`src/rtl/core/fcr_pkg.sv`:
```
// Shared types and constants for the framed command receiver.
// No dependencies; used by framed_command_receiver.
package fcr_pkg;

  localparam int PAYLOAD_MAX_DEFAULT = 32;

  localparam logic [7:0] HDR_FIRST  = 8'hFD;
  localparam logic [7:0] HDR_SECOND = 8'hDF;

  localparam logic [7:0] CMD_REQ_A = 8'd1;
  localparam logic [7:0] CMD_REQ_B = 8'd2;
  localparam logic [7:0] CMD_STORE = 8'd3;
  localparam logic [7:0] CMD_REQ_D = 8'd4;

  localparam logic [2:0] REQ_NONE  = 3'd0;
  localparam logic [2:0] REQ_STORE = 3'd3;

  typedef enum logic [1:0] {
    PH_HEADER = 2'd0,
    PH_CMD    = 2'd1,
    PH_LEN    = 2'd2,
    PH_DATA   = 2'd3
  } phase_t;

  typedef enum logic [1:0] {
    ERR_NONE    = 2'd0,
    ERR_HEADER  = 2'd1,
    ERR_COMMAND = 2'd2,
    ERR_LENGTH  = 2'd3
  } err_t;

endpackage

```
`src/rtl/core/framed_command_receiver.sv`:
```
// Framed command receiver: parses 0xFD 0xDF, command, length, payload frames.
// Depends on fcr_pkg for the phase and error types and the frame constants.
// The result word for an input byte is presented in the cycle after it is accepted.
// One byte per cycle unless the output stalls; parser state and result update together.
// The output register frees the input as soon as its word is taken or it is empty.
// Reset (synchronous, active high) returns to the header search with no request and
// no pending store, and empties the output register.
module framed_command_receiver #(
  parameter int PAYLOAD_MAX = fcr_pkg::PAYLOAD_MAX_DEFAULT
) (
  input  logic        clk,
  input  logic        rst,
  input  logic        s_axis_tvalid,
  output logic        s_axis_tready,
  input  logic [7:0]  s_axis_tdata,   // [7:0] rx_byte
  output logic        m_axis_tvalid,
  input  logic        m_axis_tready,
  output logic [23:0] m_axis_tdata,   // [2:0] request, [3] store_pending,
                                      // [8:4] payload_index, [16:9] payload_byte,
                                      // [23:17] zero
  output logic        m_axis_tlast,   // frame_done
  output logic [2:0]  m_axis_tuser    // [0] payload_valid, [2:1] error_code
);

  localparam logic [7:0] LenMax = 8'(PAYLOAD_MAX);

  fcr_pkg::phase_t phase, phase_next;
  logic [5:0] byte_count, byte_count_next;
  logic [5:0] frame_length, frame_length_next;
  logic [2:0] current_request, current_request_next;
  logic       pending_store, pending_store_next;

  logic       accept;
  logic [5:0] count_inc;
  logic       frame_done_c;
  logic       payload_valid_c;
  logic [4:0] payload_index_c;
  fcr_pkg::err_t error_code_c;

  logic       out_valid;
  logic       frame_done;
  logic [2:0] request;
  logic       store_pending;
  logic       payload_valid;
  logic [4:0] payload_index;
  logic [7:0] payload_byte;
  fcr_pkg::err_t error_code;

  assign s_axis_tready = !out_valid || m_axis_tready;
  assign accept        = s_axis_tvalid && s_axis_tready;
  assign count_inc     = byte_count + 6'd1;

  // Next parser state.
  always_comb begin
    phase_next           = phase;
    byte_count_next      = byte_count;
    frame_length_next    = frame_length;
    current_request_next = current_request;
    pending_store_next   = pending_store;
    unique case (phase)
      fcr_pkg::PH_HEADER: begin
        if (byte_count == 6'd0) begin
          if (s_axis_tdata == fcr_pkg::HDR_FIRST) begin
            byte_count_next = 6'd1;
          end
        end else begin
          // A wrong second byte is not reused as a new first header byte.
          byte_count_next = 6'd0;
          if (s_axis_tdata == fcr_pkg::HDR_SECOND) begin
            phase_next = fcr_pkg::PH_CMD;
          end
        end
      end
      fcr_pkg::PH_CMD: begin
        phase_next = fcr_pkg::PH_LEN;
        unique case (s_axis_tdata) inside
          fcr_pkg::CMD_REQ_A, fcr_pkg::CMD_REQ_B, fcr_pkg::CMD_REQ_D: begin
            current_request_next = s_axis_tdata[2:0];
            pending_store_next   = 1'b0;
          end
          fcr_pkg::CMD_STORE: begin
            current_request_next = fcr_pkg::REQ_NONE;
            pending_store_next   = 1'b1;
          end
          default: begin
            phase_next           = fcr_pkg::PH_HEADER;
            byte_count_next      = 6'd0;
            current_request_next = fcr_pkg::REQ_NONE;
            pending_store_next   = 1'b0;
          end
        endcase
      end
      fcr_pkg::PH_LEN: begin
        byte_count_next = 6'd0;
        if (s_axis_tdata > LenMax) begin
          phase_next           = fcr_pkg::PH_HEADER;
          current_request_next = fcr_pkg::REQ_NONE;
          pending_store_next   = 1'b0;
        end else if (s_axis_tdata == 8'd0) begin
          phase_next = fcr_pkg::PH_HEADER;
        end else begin
          frame_length_next = s_axis_tdata[5:0];
          phase_next        = fcr_pkg::PH_DATA;
        end
      end
      fcr_pkg::PH_DATA: begin
        byte_count_next = count_inc;
        if (count_inc >= frame_length) begin
          phase_next      = fcr_pkg::PH_HEADER;
          byte_count_next = 6'd0;
          if (pending_store) begin
            current_request_next = fcr_pkg::REQ_STORE;
            pending_store_next   = 1'b0;
          end
        end
      end
      default: begin
        phase_next = fcr_pkg::PH_HEADER;
      end
    endcase
  end

  // Per-byte result fields.
  always_comb begin
    frame_done_c    = 1'b0;
    payload_valid_c = 1'b0;
    payload_index_c = 5'd0;
    error_code_c    = fcr_pkg::ERR_NONE;
    unique case (phase)
      fcr_pkg::PH_HEADER: begin
        if (byte_count == 6'd0) begin
          if (s_axis_tdata != fcr_pkg::HDR_FIRST) begin
            error_code_c = fcr_pkg::ERR_HEADER;
          end
        end else if (s_axis_tdata != fcr_pkg::HDR_SECOND) begin
          error_code_c = fcr_pkg::ERR_HEADER;
        end
      end
      fcr_pkg::PH_CMD: begin
        unique case (s_axis_tdata) inside
          fcr_pkg::CMD_REQ_A, fcr_pkg::CMD_REQ_B, fcr_pkg::CMD_STORE,
          fcr_pkg::CMD_REQ_D: error_code_c = fcr_pkg::ERR_NONE;
          default:            error_code_c = fcr_pkg::ERR_COMMAND;
        endcase
      end
      fcr_pkg::PH_LEN: begin
        if (s_axis_tdata > LenMax) begin
          error_code_c = fcr_pkg::ERR_LENGTH;
        end else if (s_axis_tdata == 8'd0) begin
          frame_done_c = 1'b1;
        end
      end
      fcr_pkg::PH_DATA: begin
        payload_valid_c = 1'b1;
        payload_index_c = byte_count[4:0];
        frame_done_c    = (count_inc >= frame_length);
      end
      default: begin
        error_code_c = fcr_pkg::ERR_NONE;
      end
    endcase
  end

  always_ff @(posedge clk) begin
    if (rst) begin
      phase           <= fcr_pkg::PH_HEADER;
      byte_count      <= 6'd0;
      frame_length    <= 6'd0;
      current_request <= fcr_pkg::REQ_NONE;
      pending_store   <= 1'b0;
      out_valid       <= 1'b0;
    end else begin
      if (accept) begin
        phase           <= phase_next;
        byte_count      <= byte_count_next;
        frame_length    <= frame_length_next;
        current_request <= current_request_next;
        pending_store   <= pending_store_next;
        out_valid       <= 1'b1;
      end else if (m_axis_tready) begin
        out_valid <= 1'b0;
      end
    end
  end

  always_ff @(posedge clk) begin
    if (accept) begin
      frame_done    <= frame_done_c;
      request       <= current_request_next;
      store_pending <= pending_store_next;
      payload_valid <= payload_valid_c;
      payload_index <= payload_index_c;
      payload_byte  <= payload_valid_c ? s_axis_tdata : 8'd0;
      error_code    <= error_code_c;
    end
  end

  assign m_axis_tvalid = out_valid;
  assign m_axis_tdata  = {7'd0, payload_byte, payload_index, store_pending, request};
  assign m_axis_tlast  = frame_done;
  assign m_axis_tuser  = {error_code, payload_valid};

endmodule

```
`config.mk`:
```
export PLATFORM = sky130hd
export DESIGN_NAME = framed_command_receiver
export DESIGN_NICKNAME = d
export VERILOG_FILES = /design/src/rtl/core/fcr_pkg.sv /design/src/rtl/core/framed_command_receiver.sv
export SDC_FILE = /design/constraint.sdc
export NUM_CORES = 1
export LEC_CHECK = 0
export BUFFER_PORTS_ARGS = -buffer_cell sky130_fd_sc_hd__buf_4
export CAP_MARGIN = 20
export CORE_MARGIN = 5
export CORE_UTILIZATION = 45
export CTS_CLUSTER_DIAMETER = 60
export CTS_CLUSTER_SIZE = 24
export DETAILED_ROUTE_END_ITERATION = 16
export GPL_TIMING_DRIVEN = 0
export PLACE_DENSITY = 0.67
export SKIP_CTS_REPAIR_TIMING = 1
export SYNTH_ARGS = -nofsm -noshare
export SYNTH_HDL_FRONTEND = slang
export SYNTH_SLANG_ARGS = --single-unit
```
`constraint.sdc`:
```
create_clock -name clk -period 2.75 [get_ports clk]
set_clock_uncertainty 0.05 [all_clocks]
set_input_delay 0 -clock clk [delete_from_list [all_inputs] [get_ports clk]]
set_output_delay 0 -clock clk [all_outputs]
set_load 0.1 [all_outputs]
```
==> flow_summary.toml, run 1 <==
[yosys]
syn_avg_cell_area_um2 = 9.875
synth_seq_area_share = 0.4591
combinational_family_with_the_most_area_after_synthesis = "simple AND/OR/NAND/NOR gates"
async_flop_share = 0
synth_simple_gate_area_share = 0.2108
synth_compound_gate_area_share = 0.1602
dominant_register_cell_in_the_synthesized_netlist = "sky130_fd_sc_hd__edfxtp_1"
post_synthesis_xor_xnor_area_fraction = 0.01591
synth.cell_area_um2 = 2202
synthAdderAreaFrac = 0.04545
synth-edff-count = 21
synthMuxAreaShare = 0.03239
number_of_synthesized_register_bits = 40
yosys_warnings = 0
post_syn_instances = 223
yosysUniqueCellTypes = 55

[setup_path]
critPathMaxFanout = 5
max_stage_delay_ps = 420
critical_path.endpoint_type = "flop"
crit_arrival_ps = 2460
crit_required_ps = 2760
category_of_the_critical_setup_timing_path = "reg2reg"
timing.critical_path.buf_inv = 0
critPathTopFamily = "adder cells"
startpoint_type_of_the_worst_setup_path = "flop"
timing.critical_path.cells = "ha_1 -> nand3_1 -> xnor2_1 -> ha_1 -> nand2_1 -> nor2_1 -> a21o_1 -> a311o_1 -> nand2_1"
timing.critical_path.slowest_stage_cell = "sky130_fd_sc_hd__dfxtp_1"

[sta]
whs_ps = -17.46
finalHoldViolCount = 1
fmaxAchievable_mhz = 407.8
count_of_final_setup_violators = 0
timing.final.crit_period_ps = 2452
final_min_period_over_clock_period = 0.8917
fin_setup_tns_ps = 0
relSlewSlack = 0.5256
least_margin_pin_slew_ps = 711.6
grt_setup_unrepaired = "false"
report.final.slew_viol_count = 0

[final_layout]
final_nets = 298
area_delta_synth_final_pct = 24.66
drive_above_1_share = 0.2652
layoutNonFillerInstCount = 346
design_area_um2 = 2745
antenna_cells_inserted = 0

[power]
internal_power_mw = 0.8787
power_share_of_the_combinational_group = 0.205
switching_share = 0.3183
switchingPower_mw = 0.4102
seq_power_share = 0.503
max-vdd-ir-drop_mv = 0.3226
clock_power_frac = 0.293
power_leakage_nw = 1.179
powerDensity_nw_per_um2 = 469.5

[route]
routed_via_density = 5.269
count_of_vias_placed_by_the_detailed_router = 1823
route.final.wire_length_um = 4805
count_of_tritonroute_iterations_in_the_first_routing_pass = 4
drc_violations_left = 0
drt.antenna.violating_nets = 0
drt-wirelength-per-cell_um = 13.89
drt_iter0_markers = 83

[global_route]
first_global_vias = 1731
grt_usage = 0.1617
grt_start_max_net_pins = 31
met1_layer_usage_reported_by_global_route = 0.1997
antenna_found_initial = 0
grt_remaining_overflow = 0
wire_length_of_the_first_global_routing_pass_um = 8073
grt.met3_usage = 0.03725
grt_use_met2 = 0.2798
grt-busiest-layer = "met2"

[placed_design]
gp_congestion = 0.7981
placed_cell_area_um2 = 2560
detailed_place_hpwl_um = 3566
port_buffers = 32
placed_cells = 328

[clocking]
clk_latency_ps = 290
tritoncts = "built"
max-clock-path-buffers = 2
clock-root-buffer = "sky130_fd_sc_hd__clkbuf_8"
cts-htree-levels = 2
clkTransAtPathRegs_ps = 80
numClockSinks = 40
cts-buffers-inserted = 5

[die]
initial_utilization = 0.4662
num_io_pins = 42
area_of_the_die_um2 = 6393
chipWidth_um = 79.96
core_um2 = 4723
placement_rows = 25
die_height_um = 79.96

[outcome]
outcome = "finished with violations"
violations_in_the_final_reports = "hold timing"

[hold_path]
holdCritPathClass = "in2reg"

[flow_run]
drv.max_cap_violation_count = 0
## worst register-to-register path, cell delays in order (launching register included)
cell	delay [ps]
sky130_fd_sc_hd__dfxtp_1	420
sky130_fd_sc_hd__ha_1	270
sky130_fd_sc_hd__nand3_1	110
sky130_fd_sc_hd__xnor2_1	180
sky130_fd_sc_hd__ha_1	290
sky130_fd_sc_hd__nand2_1	70
sky130_fd_sc_hd__nor2_1	270
sky130_fd_sc_hd__a21o_1	290
sky130_fd_sc_hd__a311o_1	230
sky130_fd_sc_hd__nand2_1	50
## path summary, 6_finish.rpt
kind                 startpoint            endpoint  slack [ps]  cells after the start
max               byte_count[1]          request[2]         300                      9
min             s_axis_tdata[5]     frame_length[5]         -20                      3
max reg2reg       byte_count[1]          request[2]         300                      9
min reg2reg  current_request[0]  current_request[0]         430                      2
## logic make-up (layout without fill, tap and decap cells)
kind of cell	after synthesis	in the layout
simple gates	84	84
compound gates	47	47
flops	40	40
buf+inv	32	82
fa+ha+maj	8	8
mux	7	7
xor+xnor	4	4
other cells	1	7
## cells in the mapped netlist, drive strengths merged, types with 2 or more instances
master,count,share of area
a2111oi,2,0.0080
a21o,4,0.014
a21oi,17,0.045
a31oi,2,0.0057
and3,14,0.040
buf,14,0.044
clkbuf,5,0.0085
dfxtp,19,0.17
edfxtp,21,0.29
ha,8,0.045
inv,13,0.022
mux2i,6,0.027
nand2,17,0.029
nand2b,5,0.014
nand3,9,0.020
nor2,16,0.027
nor2b,3,0.0085
nor3,4,0.0091
nor4,2,0.0085
nor4b,4,0.016
o211ai,2,0.0091
o21a,2,0.0068
o21ai,7,0.016
o32ai,3,0.015
or3,2,0.0063
xnor2,2,0.0080
xor2,2,0.0080
## cell type report
class                      count  area [µm²]
buffer                        19       122.6
inverter                      13       48.80
clock inverter                 1       5.005
tap                           67       83.83
sequential                    40        1015
fill                         440        1978
multi-input combinational    157        1064
clock buffer                   7       76.32
timing repair buffer          42       330.3
## per-stage QoR
step	utilization	power, mW	worst slack, ps
floorplan	-	0.8664	85.36
detailed placement	0.5420	0.9183	59.01
global route	0.5812	1.337	0.8613
finish	0.5812	1.289	297.7
global placement	0.5420	0.9172	138.3
CTS	0.5592	1.290	49.86
## registers in the layout, summed over array words and instances, names as in the netlist
signal	cells
request	3
payload_byte	8
m_axis_tvalid	1
store_pending	1
pending_store	1
phase	2
error_code	2
current_request	3
payload_valid	1
byte_count	6
payload_index	5
m_axis_tlast	1
frame_length	6
## per-layer routing
layer  up-vias  wire [µm]
met5         -          0
met4         0         68
met3         7        241
met2        41       2342
met1       863       2153
li1        912          -
## placed cells by master (no fill, tap or decap), types with 3 or more instances in the layout
master / synthesis / routed
sky130_fd_sc_hd__dfxtp_1: 19 / 16
sky130_fd_sc_hd__dfxtp_2: 0 / 3
sky130_fd_sc_hd__mux2i_1: 6 / 6
sky130_fd_sc_hd__inv_1: 13 / 13
sky130_fd_sc_hd__nor2_1: 16 / 16
sky130_fd_sc_hd__a21o_1: 4 / 4
sky130_fd_sc_hd__and3_1: 13 / 13
sky130_fd_sc_hd__nand2b_1: 5 / 4
sky130_fd_sc_hd__clkbuf_1: 5 / 7
sky130_fd_sc_hd__ha_1: 8 / 8
sky130_fd_sc_hd__nor2b_1: 3 / 3
sky130_fd_sc_hd__nand2_1: 17 / 17
sky130_fd_sc_hd__conb_1: 1 / 7
sky130_fd_sc_hd__buf_4: 11 / 47
sky130_fd_sc_hd__o21ai_0: 5 / 5
sky130_fd_sc_hd__clkbuf_8: 0 / 5
sky130_fd_sc_hd__edfxtp_1: 21 / 21
sky130_fd_sc_hd__dlygate4sd3_1: 0 / 6
sky130_fd_sc_hd__a21oi_1: 15 / 15
sky130_fd_sc_hd__nand3_1: 9 / 8
sky130_fd_sc_hd__nor3_1: 4 / 4
sky130_fd_sc_hd__nor4b_1: 4 / 4
## power by group through the flow
stage	Clock (mW)	Combinational, mW	Sequential [mW]
after floorplan	0	0.107	0.760
after global placement	0	0.256	0.662
after detailed placement	0	0.256	0.662
after CTS	0.385	0.257	0.648
after global routing	0.411	0.276	0.650
final	0.377	0.264	0.648
(Power assumes the default switching activity.)
==> inputs of run 2 (changes only) <==
--- a/config.mk
+++ b/config.mk
@@ -9,7 +9,7 @@
 export CAP_MARGIN = 20
 export CORE_MARGIN = 5
 export CORE_UTILIZATION = 45
-export CTS_CLUSTER_DIAMETER = 60
+export CTS_CLUSTER_DIAMETER = 100
 export CTS_CLUSTER_SIZE = 24
 export DETAILED_ROUTE_END_ITERATION = 16
 export GPL_TIMING_DRIVEN = 0
==> constraint.sdc (replaced) <==
create_clock -name clk -period 2.75 [get_ports clk]
set_clock_uncertainty 0.05 [all_clocks]
set_input_delay 0.275 -clock clk [delete_from_list [all_inputs] [get_ports clk]]
set_output_delay 0.275 -clock clk [all_outputs]
set_load 0.1 [all_outputs]
==> run 2 against run 1 <==
- the flow now finishes without violations
- non-clock buffer count decreased by 6
- fmax is 0.56% lower
- clock power barely moved
- utilization is 1.3 points lower
- cell count shrank 1.7%
- via count shrank 2.9%
- worst hold slack improved by 190 ps
- sequential cell count unchanged
==> flow_summary.toml, run 2 (same netlist as run 1, synthesis figures left out) <==
[final_layout]
drive_above_1_share = 0.2711
antenna_cells_inserted = 0
final_nets = 292
largest_reg_flops = 8
layout_commonest_cell = "sky130_fd_sc_hd__buf_4"
largest_reg_by_ff_count = "payload_byte"
leading_cell_types_in_the_layout_fill_and_taps_excluded = "sky130_fd_sc_hd__buf_4, sky130_fd_sc_hd__edfxtp_1, sky130_fd_sc_hd__nand2_1"
largestRegisters = "payload_byte (8), byte_count (6), frame_length (6)"
area_delta_synth_final_pct = 21.93

[die]
core_um2 = 4723
chipWidth_um = 79.96
area_of_the_die_um2 = 6393
die_height_um = 79.96
num_io_pins = 42
initial_utilization = 0.4662
placement_rows = 25

[setup_path]
category_of_the_critical_setup_timing_path = "reg2reg"
startpoint_type_of_the_worst_setup_path = "flop"
critPathMaxFanout = 5
beginning_of_the_worst_register_to_register_path = "byte_count[1]"
critical_path.endpoint_type = "flop"
crit_path_start = "byte_count[1]"
crit_arrival_ps = 2470
crit_required_ps = 2760

[power]
powerDensity_nw_per_um2 = 477.0
power_leakage_nw = 1.152
max-vdd-ir-drop_mv = 0.3213
total_power_mw = 1.281

[clocking]
clkTransAtPathRegs_ps = 80
cts-buffers-inserted = 5
tritoncts = "built"
numClockSinks = 40
max-clock-path-buffers = 2
clock-root-buffer = "sky130_fd_sc_hd__clkbuf_8"
clk_latency_ps = 290
cts-htree-levels = 2

[route]
routed_via_density = 5.206
drc_violations_left = 0
drt_iter0_markers = 84
count_of_tritonroute_iterations_in_the_first_routing_pass = 4
drt-wirelength-per-cell_um = 13.96
count_of_vias_placed_by_the_detailed_router = 1770
route.final.wire_length_um = 4745
drt.antenna.violating_nets = 0

[sta]
finalHoldViolCount = 0
relSlewSlack = 0.5209
timing.final.crit_period_ps = 2466
grt_setup_unrepaired = "false"
least_margin_pin_slew_ps = 718.7
count_of_final_setup_violators = 0
fin_setup_tns_ps = 0
report.final.slew_viol_count = 0
final_min_period_over_clock_period = 0.8967
fmaxAchievable_mhz = 405.5

[global_route]
wire_length_of_the_first_global_routing_pass_um = 8073
antenna_found_initial = 0
grt_usage = 0.1617
first_global_vias = 1731
grt_remaining_overflow = 0
grt_start_max_net_pins = 31

[hold_path]
holdCritPathClass = "in2reg"
beginning_of_the_worst_hold_path = "s_axis_tvalid"

[outcome]
outcome = "completed"

[flow_run]
drv.max_cap_violation_count = 0

[placed_design]
detailed_place_hpwl_um = 3566
gp_congestion = 0.7981
port_buffers = 32
run 2: cell types whose count changed in the layout (fill, tap and decap cells not counted):
| cell | before | now |
|---|---|---|
| sky130_fd_sc_hd__dlygate4sd3_1 | 6 | 0 |
run 2: stage by stage:
step,instances,util,hold slack (ps),worst slack [ps],area [µm²]
finish,340,0.5685,174.9,284.0,2685
CTS,336,0.5592,168.0,49.86,2641
detailed placement,328,0.5420,423.6,59.01,2560
global route,340,0.5685,165.4,0.8624,2685
floorplan,229,-,346.3,85.36,2236
global placement,328,0.5420,419.9,138.3,2560
run 2: layout make-up:
cell class | instances | area (µm²)
inverters | 13 | 48.80
well taps | 67 | 83.83
multi-input cells | 157 | 1064
flip-flops and latches | 40 | 1015
repair buffers | 36 | 270.3
plain buffers | 19 | 122.6
fillers | 451 | 2038
clock inverters | 1 | 5.005
clock buffers | 7 | 76.32
run 2: final timing paths:
path	to	slack (ps)	cells past startpoint
max	request[2]	280	9
min reg2reg	current_request[0]	430	2
min	m_axis_tvalid	170	3
max reg2reg	request[2]	280	9
run 2: layer usage:
metal,share of wire,vias to the layer above,track usage
met5,0,-,0
met4,0.012,0,0.04561
met3,0.051,5,0.03725
met2,0.49,39,0.2798
met1,0.45,826,0.1997
li1,-,900,-
run 2: where the power goes:
| part | switching (mW) | leakage (nW) | internal [mW] |
|---|---|---|---|
| Sequential | 0.00472 | 0.364 | 0.643 |
| Clock | 0.198 | 0.0422 | 0.178 |
| Combinational | 0.205 | 0.746 | 0.0516 |
run 2: critical path: stages, from the launching register on:
cell	delay [ps]
sky130_fd_sc_hd__dfxtp_1	420
sky130_fd_sc_hd__ha_1	270
sky130_fd_sc_hd__nand3_1	110
sky130_fd_sc_hd__xnor2_1	180
sky130_fd_sc_hd__ha_1	290
sky130_fd_sc_hd__nand2_1	70
sky130_fd_sc_hd__nor2_1	270
sky130_fd_sc_hd__a21o_1	290
sky130_fd_sc_hd__a311o_1	230
sky130_fd_sc_hd__nand2_1	50
==> inputs of run 3 (changes only) <==
--- a/config.mk
+++ b/config.mk
@@ -14,7 +14,9 @@
 export DETAILED_ROUTE_END_ITERATION = 16
 export GPL_TIMING_DRIVEN = 0
 export PLACE_DENSITY = 0.67
+export RECOVER_POWER = 50
 export SKIP_CTS_REPAIR_TIMING = 1
+export SKIP_LAST_GASP = 1
 export SYNTH_ARGS = -nofsm -noshare
 export SYNTH_HDL_FRONTEND = slang
 export SYNTH_SLANG_ARGS = --single-unit
==> run 3 against run 2 <==
- routed wire length is 0.48% higher
- first-iteration DRC count is 6.0% higher
- fmax is 0.16% higher
- utilization is 1.9 points lower
- cell area is 3.3% lower
- worst hold slack better by 5.2 ps
- combinational power is 5% lower
- clock power hardly changed
- critical path type unchanged
- critical endpoint unchanged
- highest routed layer unchanged
==> flow_summary.toml, run 3 (same netlist as run 1, synthesis figures left out) <==
[clocking]
numClockSinks = 40
cts-htree-levels = 2
clk_latency_ps = 290
max-clock-path-buffers = 2
cts-buffers-inserted = 5
clock-root-buffer = "sky130_fd_sc_hd__clkbuf_8"
clkTransAtPathRegs_ps = 80
tritoncts = "built"

[sta]
finalHoldViolCount = 0
fmaxAchievable_mhz = 406.2
report.final.slew_viol_count = 0
whs_ps = 180.1
count_of_final_setup_violators = 0
relSlewSlack = 0.2149
final_min_period_over_clock_period = 0.8953
timing.final.crit_period_ps = 2462
postLayoutSetupSlackWorst_ps = 287.9
grt_setup_unrepaired = "false"
least_margin_pin_slew_ps = 1183
fin_setup_tns_ps = 0

[final_layout]
leading_cell_types_in_the_layout_fill_and_taps_excluded = "sky130_fd_sc_hd__clkbuf_1, sky130_fd_sc_hd__buf_4, sky130_fd_sc_hd__edfxtp_1"
final_util = 0.5497
final_nets = 292
largestRegisters = "payload_byte (8), byte_count (6), frame_length (6)"
layoutNonFillerInstCount = 340
design_area_um2 = 2596
area_delta_synth_final_pct = 17.90
largest_reg_flops = 8
largest_reg_by_ff_count = "payload_byte"
layout_commonest_cell = "sky130_fd_sc_hd__clkbuf_1"
drive_above_1_share = 0.1795
antenna_cells_inserted = 0

[hold_path]
holdCritPathClass = "in2reg"
beginning_of_the_worst_hold_path = "s_axis_tvalid"

[die]
area_of_the_die_um2 = 6393
num_io_pins = 42
placement_rows = 25
initial_utilization = 0.4662
die_height_um = 79.96
chipWidth_um = 79.96
core_um2 = 4723

[setup_path]
crit_path_start = "byte_count[1]"
startpoint_type_of_the_worst_setup_path = "flop"
timing.critical_path.to = "request[2]"
crit_arrival_ps = 2470
critical_path.endpoint_type = "flop"
crit_required_ps = 2760
critPathMaxFanout = 5
setup.reg_to_reg.worst_slack_ps = 290
beginning_of_the_worst_register_to_register_path = "byte_count[1]"
r2r_end = "request[2]"
category_of_the_critical_setup_timing_path = "reg2reg"
number_of_cells_on_the_worst_reg_to_reg_path = 9

[outcome]
outcome = "completed"

[power]
clock_power_frac = 0.297
max-vdd-ir-drop_mv = 0.3315
power_leakage_nw = 1.063
switchingPower_mw = 0.4085
seq_power_share = 0.511
internal_power_mw = 0.8593
total_power_mw = 1.268
powerDensity_nw_per_um2 = 488.3
power_share_of_the_combinational_group = 0.192
switching_share = 0.3222

[global_route]
wire_length_of_the_first_global_routing_pass_um = 8073
grt_start_max_net_pins = 31
grt_usage = 0.1617
antenna_found_initial = 0
first_global_vias = 1731
grt_remaining_overflow = 0

[placed_design]
gp_congestion = 0.7981
port_buffers = 32
pre_cts_ws_ps = 59.01
placed_cell_area_um2 = 2560
detailed_place_hpwl_um = 3566
placed_cells = 328

[route]
drt_iter0_markers = 89
route.final.wire_length_um = 4768
count_of_tritonroute_iterations_in_the_first_routing_pass = 6
drc_violations_left = 0
drt.antenna.violating_nets = 0
count_of_vias_placed_by_the_detailed_router = 1765
drt-wirelength-per-cell_um = 14.02
routed_via_density = 5.191

[flow_run]
drv.max_cap_violation_count = 0
-- run 3: power groups by stage --
stage          Clock, mW  Combinational, mW  Sequential [mW]
2_1_floorplan          0              0.107            0.760
3_3_place_gp           0              0.256            0.662
3_5_place_dp           0              0.256            0.662
4_1_cts            0.385              0.257            0.648
5_1_grt            0.411              0.255            0.649
6_report           0.377              0.243            0.648
-- run 3: worst min-delay path by stage --
stage                          to  slack (ps)  depth (start not counted)
2_1_floorplan       m_axis_tvalid         350                          2
3_3_place_gp   current_request[1]         420                          2
3_5_place_dp   current_request[1]         420                          2
4_1_cts             m_axis_tvalid         170                          3
5_1_grt             m_axis_tvalid         170                          3
6_report            m_axis_tvalid         180                          3
-- run 3: critical path, cell delays in order (launching register included) --
cell                      delay (ps)
sky130_fd_sc_hd__dfxtp_1         420
sky130_fd_sc_hd__ha_1            270
sky130_fd_sc_hd__nand3_1         110
sky130_fd_sc_hd__xnor2_1         180
sky130_fd_sc_hd__ha_1            290
sky130_fd_sc_hd__nand2_1          70
sky130_fd_sc_hd__nor2_1          270
sky130_fd_sc_hd__a21o_1          290
sky130_fd_sc_hd__a311o_1         230
sky130_fd_sc_hd__nand2_1          50
-- run 3: per-layer routing --
| layer | vias to the layer above | share of wire | wire length [µm] | global-route usage |
|---|---|---|---|---|
| li1 | 902 | - | - | - |
| met1 | 820 | 0.45 | 2144 | 0.1997 |
| met2 | 39 | 0.48 | 2305 | 0.2798 |
| met3 | 4 | 0.056 | 268 | 0.03725 |
| met4 | 0 | 0.010 | 49 | 0.04561 |
| met5 | - | 0 | 0 | 0 |
-- run 3: cell type report --
type	instances	area (µm²)
buffer	19	121.4
fill	468	2127
clock inverter	1	5.005
inverter	13	48.80
sequential	40	1013
tap	67	83.83
multi-input combinational	157	1064
clock buffer	7	76.32
timing repair buffer	36	183.9
